[src/rtl/assert_macros.svh]
// Assertion macros shared by the RTL of the subscription table.
// Depends on nothing; files that assert include this header.
`ifndef ASSERT_MACROS_SVH
`define ASSERT_MACROS_SVH

// Same-cycle implication, disabled while reset is high.
`define SMT_ASSERT_NOW(label, clk, rst, ante, cons) \
  label: assert property (@(posedge clk) disable iff (rst) (ante) |-> (cons)) \
    else $error("smt assertion failed");

// Next-cycle implication, disabled while reset is high.
`define SMT_ASSERT_NEXT(label, clk, rst, ante, cons) \
  label: assert property (@(posedge clk) disable iff (rst) (ante) |=> (cons)) \
    else $error("smt assertion failed");

`endif

[src/rtl/smt_pkg.sv]
// Package of the subscription table: item structs, operation codes,
// register indexes and reset values. Depends on nothing.
package smt_pkg;

  localparam int ID_W               = 16;
  localparam int CFG_IDX_W          = 3;
  localparam int NUM_SYS_IDS        = 4;
  localparam int ENTRIES_DEF        = 32;
  localparam int MSG_ID_BITS_DEF    = 16;
  localparam int CLIENT_ID_BITS_DEF = 16;

  // Configuration register indexes.
  localparam logic [CFG_IDX_W-1:0] CFG_ECHO_REQ   = 3'd0;
  localparam logic [CFG_IDX_W-1:0] CFG_ECHO_REPLY = 3'd1;
  localparam logic [CFG_IDX_W-1:0] CFG_STOP_REQ   = 3'd2;
  localparam logic [CFG_IDX_W-1:0] CFG_TERM_REQ   = 3'd3;
  localparam logic [CFG_IDX_W-1:0] CFG_ALL_CLIENT = 3'd4;

  // Reset values of the configuration registers.
  localparam logic [ID_W-1:0] RST_ECHO_REQ   = 16'd1;
  localparam logic [ID_W-1:0] RST_ECHO_REPLY = 16'd2;
  localparam logic [ID_W-1:0] RST_STOP_REQ   = 16'd3;
  localparam logic [ID_W-1:0] RST_TERM_REQ   = 16'd4;
  localparam logic [ID_W-1:0] RST_ALL_CLIENT = 16'hFFFF;

  typedef enum logic [1:0] {
    OP_LOOKUP     = 2'd0,
    OP_INSERT     = 2'd1,
    OP_DEL_PAIR   = 2'd2,
    OP_DEL_CLIENT = 2'd3
  } smt_op_t;

  typedef struct packed {
    smt_op_t         operation;
    logic [ID_W-1:0] message_id;
    logic [ID_W-1:0] client_id;
    logic            publish;
  } smt_cmd_t;

  typedef struct packed {
    logic            ok;
    logic            publish_out;
    logic [ID_W-1:0] client_out;
    logic            system_default;
    logic            table_full;
  } smt_result_t;

endpackage

[src/rtl/subscription_match_table.sv]
// Subscription table with a parallel compare over all entries.
// Commands pass the input register, then the result register and strobe.
// Throughput: one item per cycle; busy is high only during reset.
// Reset clears every valid bit at once and loads the register defaults;
// there is no clearing pass. The receiver cannot stall results.
`include "assert_macros.svh"

module subscription_match_table #(
  parameter int ENTRIES        = smt_pkg::ENTRIES_DEF,
  parameter int MSG_ID_BITS    = smt_pkg::MSG_ID_BITS_DEF,
  parameter int CLIENT_ID_BITS = smt_pkg::CLIENT_ID_BITS_DEF
) (
  input  logic                           clk,
  input  logic                           rst,
  input  logic                           start,
  output logic                           busy,
  input  smt_pkg::smt_cmd_t              cmd,
  output logic                           done,
  output smt_pkg::smt_result_t           result,
  input  logic                           cfg_valid,
  output logic                           cfg_ready,
  input  logic [smt_pkg::CFG_IDX_W-1:0]  cfg_index,
  input  logic [smt_pkg::ID_W-1:0]       cfg_data
);
  import smt_pkg::*;

  // Ids travel as 16 bits, so only the low min(param, 16) bits matter.
  localparam int MSG_W = (MSG_ID_BITS < ID_W) ? MSG_ID_BITS : ID_W;
  localparam int CLI_W = (CLIENT_ID_BITS < ID_W) ? CLIENT_ID_BITS : ID_W;

  logic [ID_W-1:0]    sys_id [NUM_SYS_IDS];
  logic [ID_W-1:0]    all_clients;

  logic               in_valid;
  smt_cmd_t           in_q;

  logic [ENTRIES-1:0] entry_valid;
  logic [MSG_W-1:0]   entry_message [ENTRIES];
  logic [CLI_W-1:0]   entry_client  [ENTRIES];
  logic               entry_publish [ENTRIES];

  logic [MSG_W-1:0]   mid;
  logic [CLI_W-1:0]   cid;
  logic [ENTRIES-1:0] hit;
  logic [ENTRIES-1:0] client_hit;
  logic [ENTRIES-1:0] free;
  logic [ENTRIES-1:0] free_first;
  logic [ENTRIES-1:0] valid_clr;
  logic [ENTRIES-1:0] valid_set;
  logic               any_hit;
  logic               is_sys;
  logic               hit_publish;
  logic [CLI_W-1:0]   hit_client;
  logic               ins_write;
  smt_result_t        result_next;

  assign busy      = rst;
  assign cfg_ready = 1'b1;

  // Configuration registers.
  always_ff @(posedge clk) begin
    if (rst) begin
      sys_id[0]   <= RST_ECHO_REQ;
      sys_id[1]   <= RST_ECHO_REPLY;
      sys_id[2]   <= RST_STOP_REQ;
      sys_id[3]   <= RST_TERM_REQ;
      all_clients <= RST_ALL_CLIENT;
    end else if (cfg_valid && cfg_ready) begin
      case (cfg_index)
        CFG_ECHO_REQ:   sys_id[0]   <= cfg_data;
        CFG_ECHO_REPLY: sys_id[1]   <= cfg_data;
        CFG_STOP_REQ:   sys_id[2]   <= cfg_data;
        CFG_TERM_REQ:   sys_id[3]   <= cfg_data;
        CFG_ALL_CLIENT: all_clients <= cfg_data;
        default: ;
      endcase
    end
  end

  // Input register.
  always_ff @(posedge clk) begin
    if (rst) begin
      in_valid <= 1'b0;
    end else begin
      in_valid <= start && !busy;
    end
  end

  always_ff @(posedge clk) begin
    if (rst) begin
      in_q <= '0;
    end else if (start && !busy) begin
      in_q <= cmd;
    end
  end

  assign mid = in_q.message_id[MSG_W-1:0];
  assign cid = in_q.client_id[CLI_W-1:0];

  // Parallel compare. Inserts refuse duplicates, so at most one entry hits
  // a pair and the hit entry's fields can be gathered with a plain OR.
  always_comb begin
    hit_publish = 1'b0;
    hit_client  = '0;
    for (int i = 0; i < ENTRIES; i++) begin
      client_hit[i] = entry_valid[i] && (entry_client[i] == cid);
      hit[i]        = client_hit[i] && (entry_message[i] == mid);
      hit_publish   = hit_publish | (hit[i] & entry_publish[i]);
      hit_client    = hit_client | (hit[i] ? entry_client[i] : '0);
    end
    is_sys = 1'b0;
    for (int r = 0; r < NUM_SYS_IDS; r++) begin
      is_sys = is_sys | (sys_id[r][MSG_W-1:0] == mid);
    end
  end

  assign any_hit    = |hit;
  assign free       = ~entry_valid;
  assign free_first = free & (~free + ENTRIES'(1));

  always_comb begin
    result_next = '0;
    valid_clr   = '0;
    ins_write   = 1'b0;
    unique case (in_q.operation)
      OP_LOOKUP: begin
        if (any_hit) begin
          result_next.ok          = 1'b1;
          result_next.publish_out = hit_publish;
          result_next.client_out  = ID_W'(hit_client);
        end else if (is_sys) begin
          result_next.ok             = 1'b1;
          result_next.publish_out    = 1'b1;
          result_next.client_out     = all_clients;
          result_next.system_default = 1'b1;
        end
      end
      OP_INSERT: begin
        if (!any_hit && !is_sys) begin
          if (|free) begin
            ins_write      = in_valid;
            result_next.ok = 1'b1;
          end else begin
            result_next.table_full = 1'b1;
          end
        end
      end
      OP_DEL_PAIR: begin
        valid_clr      = in_valid ? hit : '0;
        result_next.ok = any_hit;
      end
      OP_DEL_CLIENT: begin
        valid_clr      = in_valid ? client_hit : '0;
        result_next.ok = |client_hit;
      end
    endcase
  end

  assign valid_set = ins_write ? free_first : '0;

  always_ff @(posedge clk) begin
    if (rst) begin
      entry_valid <= '0;
    end else begin
      entry_valid <= (entry_valid & ~valid_clr) | valid_set;
    end
  end

  // Entry payload, written at the lowest free entry.
  always_ff @(posedge clk) begin
    for (int i = 0; i < ENTRIES; i++) begin
      if (valid_set[i]) begin
        entry_message[i] <= mid;
        entry_client[i]  <= cid;
        entry_publish[i] <= in_q.publish;
      end
    end
  end

  // Result register.
  always_ff @(posedge clk) begin
    if (rst) begin
      done <= 1'b0;
    end else begin
      done <= in_valid;
    end
  end

  always_ff @(posedge clk) begin
    if (in_valid) begin
      result <= result_next;
    end
  end

  `SMT_ASSERT_NEXT(a_accept_to_valid, clk, rst, start && !busy, in_valid)
  `SMT_ASSERT_NOW(a_single_pair_hit, clk, rst, in_valid, $onehot0(hit))
  `SMT_ASSERT_NEXT(a_insert_fills, clk, rst, ins_write, |(entry_valid & $past(valid_set)))
  `SMT_ASSERT_NOW(a_default_is_ok, clk, rst, done && result.system_default, result.ok && result.publish_out)

endmodule

[config.mk]
export PLATFORM = sky130hd
export DESIGN_NAME = subscription_match_table
export DESIGN_NICKNAME = d
export VERILOG_FILES = /design/src/rtl/smt_pkg.sv /design/src/rtl/subscription_match_table.sv
export VERILOG_INCLUDE_DIRS = /design/src /design/src/rtl
export SDC_FILE = /design/constraint.sdc
export NUM_CORES = 2
export LEC_CHECK = 0
export ABC_AREA = 1
export BUFFER_PORTS_ARGS = -buffer_cell sky130_fd_sc_hd__buf_2
export CAP_MARGIN = 20
export CORE_ASPECT_RATIO = 1.25
export CORE_MARGIN = 5
export CORE_UTILIZATION = 28
export DETAILED_ROUTE_END_ITERATION = 10
export GPL_TIMING_DRIVEN = 1
export PLACE_DENSITY_LB_ADDON = 0.05
export SLEW_MARGIN = 25
export SYNTH_ARGS = -nofsm -noshare
export SYNTH_HDL_FRONTEND = slang
export SYNTH_SLANG_ARGS = --single-unit
[constraint.sdc]
create_clock -name clk -period 4.15 [get_ports clk]
set_clock_uncertainty 0.15 [all_clocks]
set_input_delay 1.0375 -clock clk [delete_from_list [all_inputs] [get_ports clk]]
set_output_delay 1.0375 -clock clk [all_outputs]
set_load 0.005 [all_outputs]
==> metrics.txt <==
ys async rst share=0; register area share after synthesis=0.6052; post-synth net total=a little under 6000; post-DP HPWL=234400 um; via count=between 40000 and 50000; period utilisation layout=1.000; GR Overflow Total=0; power density cells=400.4 mW/mm^2; Setup Slack @ Placement=approximately 0.037 ns; Placed Cells=8937; synthesized area=approximately 0.059 mm^2; vias in the first global route=45106; CTS Buf Count=between 100 and 150; Longest Clk Path Bufs=3; clock sink total=1225; final hold violations=0; remaining routing DRC violations=0; area grow syn2layout=21.94%; failing checks=negative setup slack; Reg2Reg Capture Point=result[3]; Slew headroom=0.2599; crit path max fanout=15; row count=189; worst path required time=4.54 ns; Core Area=0.2116 mm^2; FF-to-FF path depth=17; Slew @ Worst Pin=~1.1 ns; total power draw=28990 uW; nets=6376; #FFs+latches synth=1225; fin cells=9222; clk slew on worst S/H paths=0.06 ns; CTS tree=done; Crit. End Element=register; Final Setup Violations=1; final worst slack=-0.001256 ns; Crit Path Class=register to register; outcome=complete, but fails checks; DRT iter0 DRCs=4925; Critical Path AT=4.54 ns; synth unique cells=50; Final ANT Viol Nets=0; worst r2r src=cid[11]; peak supply drop=0.4037 mV; CTS HTree Levels=4; die width=about 420 um; Total Routed Length=312000 um; Total Routing Usage GR=0.2738; buffers added on ports=slightly below 80; Clock Latency Late Sink=0.84 ns; Wirelength per Cell=33.84 um; IO Pins=between 80 and 90; Setup crit end=result[3]; Peak Freq=roughly 0.24 GHz; Crit. Startpoint=cid[11]; drt pass-1 iters=6; cts hold-fix bufs=0; Setup crit start kind=register; gpl congestion=1.067; first-pass GRT wire length=413700 um; die area=between 0.2 and 0.25 mm^2; Starting Density=0.2806; Filler Cell Count=21440; worst min-delay path class=primary input to register; max-slew violation count=0; DR vias/cell=5.027; die height=approximately 520 um; min cycle time layout=around 4.2 ns; initial antenna violation count=25; Post-synth top flop=edfxtp_1; largest net degree at the start of global routing=48; leak pwr=0.02712 uW; CTS root buf=clkbuf_16; number of synthesized flops with an enable pin=1140; post-synthesis cell count=5729; R2R setup slack=-0.001 ns; unrepaired setup endpoints after global routing=no; Synth Area per Inst=10.36 um^2; Finished Core Util=0.3421; share of cells above drive strength 1=0.1733; Ys Warns=0; max-cap violations=0
-- critical path, stage by stage (launching register included) --
cell     delay [ns]
dfxtp_4        0.53
buf_4          0.36
buf_4          0.28
nand2_1        0.07
nand2_1        0.06
nor2_1         0.06
nand2_1        0.07
nor2_1         0.04
nand2_1        0.07
nor2_2         0.05
nand2_1        0.15
buf_4          0.26
o21ai_0        0.37
nor4_1         0.55
nand2_1        0.10
nor2_1         0.40
buf_4          0.19
a21oi_1        0.05
-- timing repair --
action / in CTS / in global routing
setup buffers: 0 / 0
gates resized for setup: 0 / 6
setup endpoints to repair: 0 / 623
-- stage by stage --
stage | setup TNS (ns) | instance area (um^2) | hold slack, ns
after global routing | 0 | 72380 | 0.2366
after detailed placement | 0 | 67710 | 0.3177
after floorplan | 0 | 59380 | 0.2963
after CTS | 0 | 72350 | 0.2092
final | -0.001256 | 72400 | 0.2738
after global placement | 0 | 67700 | 0.3154
-- state kept, by name, indices dropped and copies added, names as in the netlist --
signal,cells
in_q,3
sys_id,64
done,1
in_valid,1
entry_client,512
all_clients,16
entry_message,512
result,20
mid,16
entry_publish,32
cid,16
entry_valid,32
-- power breakdown --
part           total (uW)  switching [uW]  internal [uW]
sequential          13700             115          13600
clock               12800            5650           7180
combinational        2440            1640            794
total               29000            7400          21600
-- cells in the mapped netlist (66+ instances only) --
library cell / instances / share of area
nor2_1: 635 / 0.040
xnor2_1: 400 / 0.059
xor2_1: 147 / 0.022
edfxtp_1: 1140 / 0.58
buf_4: 73 / 0.0092
nor3_1: 87 / 0.0073
inv_1: 498 / 0.031
buf_2: 66 / 0.0056
o22ai_1: 207 / 0.022
o21ai_0: 175 / 0.015
nand2_1: 1215 / 0.077
nand4_1: 102 / 0.011
dfxtp_1: 85 / 0.029
nand3_1: 351 / 0.030
-- logic make-up after synthesis --
| group | Yosys count | share of synthesized area |
|---|---|---|
| XOR/XNOR | 547 | 0.08068 |
| buffers and inverters | 772 | 0.06102 |
| AO/OA/AOI/OAI | 584 | 0.06045 |
| flip-flops | 1225 | 0.6052 |
| other | 1 | 0.00006315 |
| AND/OR/NAND/NOR | 2600 | 0.1926 |
-- worst min path at each step --
stage               depth (start not counted)              end  slack [ns]            start
floorplan                                   2   all_clients[0]        0.30   all_clients[0]
global placement                            2  all_clients[10]        0.32  all_clients[10]
detailed placement                          2   all_clients[1]        0.32   all_clients[1]
CTS                                         3          cid[14]        0.21          cmd[15]
global route                                3          cid[14]        0.24          cmd[15]
finish                                      3          cid[14]        0.27          cmd[15]
-- per-layer routing --
metal | track usage | share of wire | wire length [um]
met1 | 0.3377 | 0.41 | 126500
met2 | 0.4427 | 0.46 | 143800
met3 | 0.04208 | 0.050 | 15700
met4 | 0.1862 | 0.083 | 25930
met5 | 0 | 0.00014 | 44
-- final cells by class --
type	count	area (um^2)	share of cell area
clock inverters	77	663.1	0.009159
multi-input cells	3732	19850	0.2742
diodes	13	32.53	0.0004493
clock buffers	195	3983	0.05501
inverters	519	1963	0.02711
well taps	2769	3465	0.04785
repair buffers	692	6392	0.08829
flip-flops and latches	1225	36050	0.4980
-- placed cells by master (no fill, tap or decap), types with 86 or more instances in the layout --
| cell type | instances |
|---|---|
| o21ai_0 | 175 |
| buf_4 | 502 |
| edfxtp_1 | 1140 |
| o22ai_1 | 207 |
| nand2_1 | 1215 |
| nor2_1 | 630 |
| nand3_1 | 351 |
| nand4_1 | 102 |
| clkbuf_16 | 150 |
| nor3_1 | 86 |
| buf_12 | 111 |
| xor2_1 | 147 |
| inv_1 | 479 |
| xnor2_1 | 400 |
(Power assumes the default switching activity.)
